$ cat config.mk
export PLATFORM = sky130hd
export DESIGN_NAME = elgamal_modexp_cipher
export DESIGN_NICKNAME = d
export VERILOG_FILES = /design/src/rtl/core/elg_pkg.sv /design/src/rtl/core/elg_modmul.sv /design/src/rtl/core/elgamal_modexp_cipher.sv
export SDC_FILE = /design/constraint.sdc
export NUM_CORES = 2
export LEC_CHECK = 0
export ABC_AREA = 1
export BUFFER_PORTS_ARGS = -buffer_cell sky130_fd_sc_hd__buf_2
export CELL_PAD_IN_SITES_DETAIL_PLACEMENT = 1
export CELL_PAD_IN_SITES_GLOBAL_PLACEMENT = 2
export CORE_UTILIZATION = 37
export DETAILED_ROUTE_END_ITERATION = 10
export PLACE_DENSITY_LB_ADDON = 0.1
export SLEW_MARGIN = 40
export SYNTH_ARGS = -nofsm -noshare
export SYNTH_HDL_FRONTEND = slang
export SYNTH_HIERARCHICAL = 1
export SYNTH_SLANG_ARGS = --single-unit
$ cat constraint.sdc
create_clock -name clock -period 6.9 [get_ports clock]
set_input_delay 0.345 -clock clock [delete_from_list [all_inputs] [get_ports clock]]
set_output_delay 0.345 -clock clock [all_outputs]
set_load 0.01 [all_outputs]
$ cat src/rtl/core/elg_pkg.sv
// ============================================================================
// elg_pkg
// Shared types and constants of the modular exponentiation cipher.
// ============================================================================
`default_nettype none
package elg_pkg;
   localparam int WORD_BITS = 32;
   localparam int CNT_BITS  = $clog2(WORD_BITS + 1);

   typedef logic [WORD_BITS-1:0] word_type;

   localparam logic [1:0] CSR_MODULUS     = 2'd0;
   localparam logic [1:0] CSR_GENERATOR   = 2'd1;
   localparam logic [1:0] CSR_PUBLIC_KEY  = 2'd2;
   localparam logic [1:0] CSR_PRIVATE_KEY = 2'd3;

   localparam logic CMD_ENCRYPT = 1'b0;
   localparam logic CMD_DECRYPT = 1'b1;

   typedef struct packed {
      logic     cmd;
      word_type data_value;
      word_type ephemeral_exponent;
      word_type cipher_first;
   } req_type;

   typedef struct packed {
      word_type first_part;
      word_type result_value;
   } rsp_type;

   // request to the modular multiplier
   typedef struct packed {
      logic start;
   } mul_ctl_type;
endpackage
`default_nettype wire

$ cat src/rtl/core/elg_modmul.sv
// ============================================================================
// elg_modmul
// Bit-serial modular multiplier: (a * b) mod p by double-and-add, one bit of
// b per cycle, most significant first. Also used with a = 1 as a reducer.
// ============================================================================
`default_nettype none
module elg_modmul (
   input  wire logic                 clock,
   input  wire logic                 reset,
   input  wire elg_pkg::mul_ctl_type ctl,
   input  wire elg_pkg::word_type    a,
   input  wire elg_pkg::word_type    b,
   input  wire elg_pkg::word_type    p,
   output logic                      done,
   output elg_pkg::word_type         prod
);
   logic                            busy_ff, busy_in;
   logic [elg_pkg::CNT_BITS-1:0]    cnt_ff, cnt_in;
   logic [elg_pkg::WORD_BITS:0]     ra_ff, ra_in;
   elg_pkg::word_type               rb_ff, rb_in;
   logic [elg_pkg::WORD_BITS:0]     acc_ff, acc_in;
   logic                            done_ff, done_in;
   logic [elg_pkg::WORD_BITS+1:0]   dbl, sum, dsub, ssub;
   logic [elg_pkg::WORD_BITS:0]     pw, red, red2;

   assign pw = {1'b0, p};

   // one double-and-add step, each half reduced by one compare/subtract
   always_comb begin
      dbl  = {acc_ff, 1'b0};
      dsub = dbl - {1'b0, pw};
      red  = (dbl >= {1'b0, pw}) ? dsub[elg_pkg::WORD_BITS:0] : dbl[elg_pkg::WORD_BITS:0];
      sum  = {1'b0, red} + (rb_ff[elg_pkg::WORD_BITS-1] ? {1'b0, ra_ff} : '0);
      ssub = sum - {1'b0, pw};
      red2 = (sum >= {1'b0, pw}) ? ssub[elg_pkg::WORD_BITS:0] : sum[elg_pkg::WORD_BITS:0];
   end

   always_comb begin
      busy_in = busy_ff;
      cnt_in  = cnt_ff;
      ra_in   = ra_ff;
      rb_in   = rb_ff;
      acc_in  = acc_ff;
      done_in = 1'b0;
      if (ctl.start) begin
         busy_in = 1'b1;
         cnt_in  = '0;
         ra_in   = {1'b0, a};
         rb_in   = b;
         acc_in  = '0;
      end else if (busy_ff) begin
         acc_in = red2;
         rb_in  = {rb_ff[elg_pkg::WORD_BITS-2:0], 1'b0};
         cnt_in = cnt_ff + 1'b1;
         if (cnt_ff == elg_pkg::CNT_BITS'(elg_pkg::WORD_BITS - 1)) begin
            busy_in = 1'b0;
            done_in = 1'b1;
         end
      end
   end

   always_ff @(posedge clock) begin
      if (reset) begin
         busy_ff <= 1'b0;
         done_ff <= 1'b0;
         cnt_ff  <= '0;
      end else begin
         busy_ff <= busy_in;
         done_ff <= done_in;
         cnt_ff  <= cnt_in;
      end
      ra_ff  <= ra_in;
      rb_ff  <= rb_in;
      acc_ff <= acc_in;
   end

   assign done = done_ff;
   assign prod = acc_ff[elg_pkg::WORD_BITS-1:0];
endmodule
`default_nettype wire

$ cat src/rtl/core/elgamal_modexp_cipher.sv
// ============================================================================
// elgamal_modexp_cipher
// ElGamal encrypt/decrypt unit on square-and-multiply exponentiation.
// ============================================================================
// Usage:
//   csr_*  : write modulus, generator, public key, private key (index 0..3)
//            only while busy is low.
//   req_*  : a transfer happens when start is high and busy is low; the next
//            transfer can be taken in the cycle the result strobe is high.
//   rsp_*  : rsp_valid pulses one cycle with first_part / result_value;
//            the receiver cannot stall, the result is dropped if not taken.
// Sequencing: all products come from the single shared bit-serial
//   multiplier, which a state launches and a wait state holds until done.
//   Each power starts with a full reduction of its base as 1 * base mod p,
//   then for each exponent bit squares the base, first multiplying it into
//   the accumulator when the bit is set. An encrypt computes two powers, a
//   decrypt one, after x mod (p-1) by a restoring loop; when p is below 2
//   the unit goes straight to S_OUT with a zero result.
// Reset: registers return to p = 4294967291, g = 2, y = 1, x = 1, idle.
// ============================================================================
`default_nettype none
module elgamal_modexp_cipher (
   input  wire logic              clock,
   input  wire logic              reset,
   input  wire logic              start,
   output logic                   busy,
   input  wire elg_pkg::req_type  req_data,
   output logic                   rsp_valid,
   output elg_pkg::rsp_type       rsp_data,
   input  wire logic              csr_we,
   input  wire logic [1:0]        csr_index,
   input  wire elg_pkg::word_type csr_wdata
);
   typedef enum logic [11:0] {
      S_IDLE  = 12'b000000000001,
      S_XMOD  = 12'b000000000010,
      S_RBASE = 12'b000000000100,
      S_LOOP  = 12'b000000001000,
      S_MUL   = 12'b000000010000,
      S_SQR   = 12'b000000100000,
      S_FIN   = 12'b000001000000,
      S_DATA  = 12'b000010000000,
      S_OUT   = 12'b000100000000,
      S_WAITB = 12'b001000000000,
      S_WAITM = 12'b010000000000,
      S_WAITS = 12'b100000000000
   } state_type;

   elg_pkg::word_type mod_ff, gen_ff, pub_ff, prv_ff;
   state_type         st_ff, st_in;
   logic              pass_ff, pass_in;       // 0: first power, 1: second (decrypt: sole)
   elg_pkg::word_type data_ff, data_in, rexp_ff, rexp_in, c1_ff, c1_in;
   elg_pkg::word_type exp_ff, exp_in, base_ff, base_in, acc_ff, acc_in;
   elg_pkg::word_type first_ff, first_in;
   elg_pkg::word_type rem_ff, rem_in;
   logic [elg_pkg::CNT_BITS-1:0] cnt_ff, cnt_in;
   logic              bz_ff, bz_in;
   logic              vld_ff, vld_in;
   elg_pkg::word_type res_ff, res_in;
   elg_pkg::mul_ctl_type mctl;
   elg_pkg::word_type ma, mb, mprod;
   logic              mdone;
   elg_pkg::word_type pm1;
   logic [elg_pkg::WORD_BITS:0] rsh, rsub;

   elg_modmul u_mul (
      .clock (clock), .reset (reset), .ctl (mctl), .a (ma), .b (mb),
      .p (mod_ff), .done (mdone), .prod (mprod)
   );

   assign pm1  = mod_ff - 1'b1;
   assign busy = (st_ff != S_IDLE);
   // one restoring step of x mod (p-1), x bits fed from exp_ff
   assign rsh  = {rem_ff, exp_ff[elg_pkg::WORD_BITS-1]};
   assign rsub = rsh - {1'b0, pm1};

   // cheap first subtract ahead of the full 1 * base reduction
   function automatic elg_pkg::word_type pre(input elg_pkg::word_type v,
                                             input elg_pkg::word_type m);
      pre = (v >= m) ? v - m : v;
   endfunction

   always_comb begin
      st_in = st_ff; pass_in = pass_ff;
      data_in = data_ff; rexp_in = rexp_ff; c1_in = c1_ff;
      exp_in = exp_ff; base_in = base_ff; acc_in = acc_ff;
      first_in = first_ff; rem_in = rem_ff; cnt_in = cnt_ff;
      bz_in = bz_ff; vld_in = 1'b0; res_in = res_ff;
      mctl.start = 1'b0; ma = base_ff; mb = base_ff;
      unique case (st_ff)
         S_IDLE: if (start) begin
            data_in = req_data.data_value;
            rexp_in = req_data.ephemeral_exponent;
            c1_in   = req_data.cipher_first;
            pass_in = 1'b0;
            first_in = '0;
            if (mod_ff < 32'd2) begin
               res_in = '0; st_in = S_OUT;
            end else if (req_data.cmd == elg_pkg::CMD_DECRYPT) begin
               exp_in = prv_ff; rem_in = '0; cnt_in = '0; st_in = S_XMOD;
            end else begin
               exp_in = req_data.ephemeral_exponent;
               base_in = pre(gen_ff, mod_ff); st_in = S_RBASE;
            end
         end
         S_XMOD: begin
            rem_in = rsub[elg_pkg::WORD_BITS] ? rsh[elg_pkg::WORD_BITS-1:0]
                                              : rsub[elg_pkg::WORD_BITS-1:0];
            exp_in = {exp_ff[elg_pkg::WORD_BITS-2:0], 1'b0};
            cnt_in = cnt_ff + 1'b1;
            if (cnt_ff == elg_pkg::CNT_BITS'(elg_pkg::WORD_BITS - 1)) begin
               exp_in = pm1 - (rsub[elg_pkg::WORD_BITS] ? rsh[elg_pkg::WORD_BITS-1:0]
                                                        : rsub[elg_pkg::WORD_BITS-1:0]);
               base_in = pre(c1_ff, mod_ff);
               pass_in = 1'b1;
               st_in = S_RBASE;
            end
         end
         S_RBASE: begin
            // full reduction: 1 * base mod p
            mctl.start = 1'b1; ma = 32'd1; mb = base_ff; st_in = S_WAITB;
         end
         S_WAITB: if (mdone) begin
            base_in = mprod; bz_in = (mprod == '0);
            acc_in = 32'd1; cnt_in = '0; st_in = S_LOOP;
         end
         S_LOOP: begin
            if (cnt_ff == elg_pkg::CNT_BITS'(elg_pkg::WORD_BITS)) st_in = S_FIN;
            else if (exp_ff[0]) begin
               mctl.start = 1'b1; ma = acc_ff; mb = base_ff; st_in = S_WAITM;
            end else st_in = S_SQR;
         end
         S_WAITM: if (mdone) begin acc_in = mprod; st_in = S_SQR; end
         S_SQR: begin
            mctl.start = 1'b1; ma = base_ff; mb = base_ff; st_in = S_WAITS;
         end
         S_WAITS: if (mdone) begin
            base_in = mprod; exp_in = exp_ff >> 1; cnt_in = cnt_ff + 1'b1;
            st_in = S_LOOP;
         end
         S_FIN: begin
            acc_in = bz_ff ? '0 : acc_ff;
            if (!pass_ff) begin
               first_in = bz_ff ? '0 : acc_ff;
               exp_in = rexp_ff; base_in = pre(pub_ff, mod_ff);
               pass_in = 1'b1; st_in = S_RBASE;
            end else begin
               mctl.start = 1'b1; ma = bz_ff ? '0 : acc_ff;
               mb = data_ff; st_in = S_DATA;
            end
         end
         S_DATA: if (mdone) begin res_in = mprod; st_in = S_OUT; end
         S_OUT: begin vld_in = 1'b1; st_in = S_IDLE; end
         default: st_in = S_IDLE;
      endcase
   end

   // configuration registers
   always_ff @(posedge clock) begin
      if (reset) begin
         mod_ff <= 32'd4294967291; gen_ff <= 32'd2;
         pub_ff <= 32'd1;          prv_ff <= 32'd1;
      end else if (csr_we) begin
         unique case (csr_index)
            elg_pkg::CSR_MODULUS:     mod_ff <= csr_wdata;
            elg_pkg::CSR_GENERATOR:   gen_ff <= csr_wdata;
            elg_pkg::CSR_PUBLIC_KEY:  pub_ff <= csr_wdata;
            elg_pkg::CSR_PRIVATE_KEY: prv_ff <= csr_wdata;
            default: ;
         endcase
      end
   end

   // sequencer state
   always_ff @(posedge clock) begin
      if (reset) begin
         st_ff <= S_IDLE; vld_ff <= 1'b0;
      end else begin
         st_ff <= st_in; vld_ff <= vld_in;
      end
      pass_ff <= pass_in; data_ff <= data_in;
      rexp_ff <= rexp_in; c1_ff <= c1_in; exp_ff <= exp_in;
      base_ff <= base_in; acc_ff <= acc_in; first_ff <= first_in;
      rem_ff <= rem_in; cnt_ff <= cnt_in; bz_ff <= bz_in; res_ff <= res_in;
   end

   assign rsp_valid = vld_ff;
   assign rsp_data.first_part   = first_ff;
   assign rsp_data.result_value = res_ff;
endmodule
`default_nettype wire

==> reports/summary.txt <==
Sequential fraction of the synthesis area: 37.6%
Largest net degree at the start of global routing: 97
Synthesized area: 38,400 um^2
First-pass GRT wire length: 252,000 um
Hold path depth: 3
Per-cell routed wire length: 25.3 um
Critical Path End Type: register
Routed wire length: 173,000 um
Design Power: 19.3 mW
Met2 Routed Length: 77,400 um
Routed vias: 38.2k
Top cell type's share of synthesized area: 28.1%
Total GRT Usage: 32.2%
Max_slew headroom: 34.9%
Crit-path max FO: 33
Die Ht: 324 um
Clk_skew: 0.0388 ns
Yosys top cell by area: edfxtp_1
Top sig layer: met4
FMAX: 155 MHz
Initial antenna violation count: 5
Vias in the first global route: 37.6k
Fin nets: 5,820
Post-DP Area: 41,600 um^2
# DRC: 0
Top post-synthesis cells by area: edfxtp_1 (28%), nand2_1 (11%), dfxtp_1 (9.4%)
Row cnt: 117
Commonest non-fill, non-tap cells in the layout: nand2_1 (1,089), inv_1 (592), nor2_1 (525)
Worst VDD drop: 0.000370 V
Max-slew violations: 0
Syn-to-layout area delta: 18.4%
Final hold vios: 0
CP max stage cell: ha_1
Initial core utilization: 37.6%
Worst Hold Launch: csr_wdata[2]
Fraction of layout cells with a size suffix above 1: 12.3%
Width of the die: 324 um
Clk Tree Root Cell: clkbuf_16
Worst Tran Pin Value: 0.966 ns
Synth Register Bits: 541
Worst R2R Setup Slack: 0.43 ns
Status: complete, no violations
Post-Syn Nets: 5,473
Req. time, crit path: 7.45 ns
Antenna-violating nets left: 0
Hold endpoint: mod_ff[2]$_SDFFE_PP0P_
Later-pin clock latency in the skew report: 0.67 ns
Number of synthesized flops with an enable pin: 360
Final worst slack: 0.428 ns
IO Pins: 201
Unique masters post-synth: 69
Vias per cell: 5.57
RR Endpoint: u_mul/acc_ff[11]$_SDFFE_PP0P_
Design Area, Final: 45,500 um^2
Final Cycle Share: 93.8%
Max incr delay on CP: 0.41 ns
Synth Warn #: 6
Average cell area after synthesis: 7.57 um^2
Crit path max-delay family: simple AND/OR/NAND/NOR gates
Dominant synthesized flop cell: edfxtp_1
CTS Buf Count: 68
TritonCTS clock tree: yes
Pre-CTS worst setup slack: 0.0377 ns
Worst r2r src: mod_ff[27]$_SDFFE_PP1P_
Ys async rst share: 0%
Post-Syn Instances: 5,077
Worst path bufs/invs: 6
Clk sinks: 541
Leak pwr: 20.4 nW
# port buffers: 200
Crit path launch type: register
First-pass iteration count of the detailed router: 5
Hold Crit Class: in2reg
Crit path DAT: 7.02 ns
GPL Wtd Cong: 0.935
Detailed Route Iter0 Violations: 3,428
Core Area: 102,000 um^2
Grt ovf: 0
WL met1: 78,600 um
Pwr dens: 425 nW/um^2
Wire length on met3: 10,400 um
H-Tree Depth: 3
Max cap viols: 0
Most common cell after layout, fill and taps aside: nand2_1
Crit-path most repeated cell: nand2_1
Final setup viols: 0
RSZ-0062 raised after global routing: yes
Setup CP Type: reg2reg
Buffer levels on the longest clock path: 3
Clk slew on worst S/H paths: 0.06 ns
Final HPWL DP: 136,000 um
Tmin final: 6.47 ns
Die area: 105,000 um^2
Worst r2r path cells: 35
cells in the mapped netlist, types with 7 or more instances:
library cell  count
a31oi_1          19
o21a_1           15
mux2i_1           9
o2111ai_1        27
nand4_1          48
nand3_1         225
o21bai_1         26
ha_1            253
buf_4            32
o211ai_1         56
xor2_1          120
o32ai_1          31
o21ai_0         410
a221oi_1         15
a21boi_0         10
buf_1             7
o221ai_1          9
nor2_2            7
nand2_4           8
o22ai_1          33
clkinv_1          7
or2_2            13
nor4_1           25
nand3_2          18
clkbuf_1        140
fa_1              8
nor3_1           50
nand2_1        1093
edfxtp_1        360
nor2_1          541
a21o_1           19
inv_1           598
xnor2_1          87
dfxtp_1         181
nand2_2          24
o21ai_1          15
a211oi_1         18
a21oi_1         401
a22o_1           17
nand3b_1         13
inv_2            23
worst max-delay path by stage:
stage	cells past startpoint	to	from	slack, ns
finish	35	u_mul/acc_ff[11]$_SDFFE_PP0P_	mod_ff[27]$_SDFFE_PP1P_	0.43
global placement	41	u_mul/acc_ff[31]$_SDFFE_PP0P_	mod_ff[25]$_SDFFE_PP1P_	0.12
floorplan	43	exp_ff[23]$_DFFE_PP_	mod_ff[1]$_SDFFE_PP1P_	0.59
detailed placement	39	u_mul/acc_ff[31]$_SDFFE_PP0P_	mod_ff[25]$_SDFFE_PP1P_	0.04
CTS	39	u_mul/acc_ff[31]$_SDFFE_PP0P_	mod_ff[25]$_SDFFE_PP1P_	0.01
global route	41	exp_ff[23]$_DFFE_PP_	mod_ff[1]$_SDFFE_PP1P_	-0.12
logic make-up (layout without fill, tap and decap cells):
group	after synthesis	in the layout	synth area share, %
simple gates	2087	2087	23.0
xor+xnor	207	207	4.72
flops	541	541	37.6
fa+ha+maj	261	261	8.65
compound gates	1156	1156	17.5
buf+inv	816	1218	8.41
mux	9	9	0.234
other cells	0	1	0
stage by stage:
step	std cells	utilization, %	hold WS, ns	TNS [ns]
after global routing	6847	44.5	0.0367	-0.137
after detailed placement	6612	40.7	0.444	0
after global placement	6610	40.6	0.435	0
after CTS	6837	44.1	0.00144	0
final	6848	44.5	0.0426	0
after floorplan	5077	-	0.414	0
routing by layer:
| layer | up-vias | GRT usage [%] |
|---|---|---|
| met3 | 240 | 3.88 |
| met1 | 18705 | 44.9 |
| li1 | 17924 | - |
| met5 | - | 0 |
| met2 | 1293 | 50.6 |
| met4 | 0 | 12.4 |
power breakdown:
group	switching, mW	internal, mW
combinational	7.00	3.21
sequential	0.518	4.56
clock	1.62	2.44
total	9.14	10.2
tightest hold or removal path: cells and delay by family:
family / cells / cell delay, ns
buf+inv: 2 / 0.19
compound gates: 1 / 0.13
sequential cells by signal, indices dropped and copies added, names as in the netlist, 11 cells and up:
register      count
acc_ff           32
base_ff          32
c1_ff            32
data_ff          32
exp_ff           32
first_ff         32
gen_ff           32
mod_ff           32
prv_ff           32
pub_ff           32
rem_ff           32
res_ff           32
rexp_ff          32
st_ff            11
u_mul/acc_ff     33
u_mul/ra_ff      32
u_mul/rb_ff      32
what timing repair did:
action                                  4_1_cts  5_1_grt
hold buffers                                100        0
endpoints found under the hold margin       104        0
setup buffers                                 0       10
gates resized for setup                       0       69
endpoints found under the setup margin        0       52
final cells by class:
type / count / area [um^2]
timing repair buffer: 465 / 3300
clock buffer: 82 / 1900
fill: 12584 / 56800
clock inverter: 43 / 603
inverter: 628 / 2360
sequential: 541 / 14400
antenna: 1 / 2.50
tap: 1368 / 1710
multi-input combinational: 3720 / 21200
No activity file was read; power rests on OpenSTA's default activity.
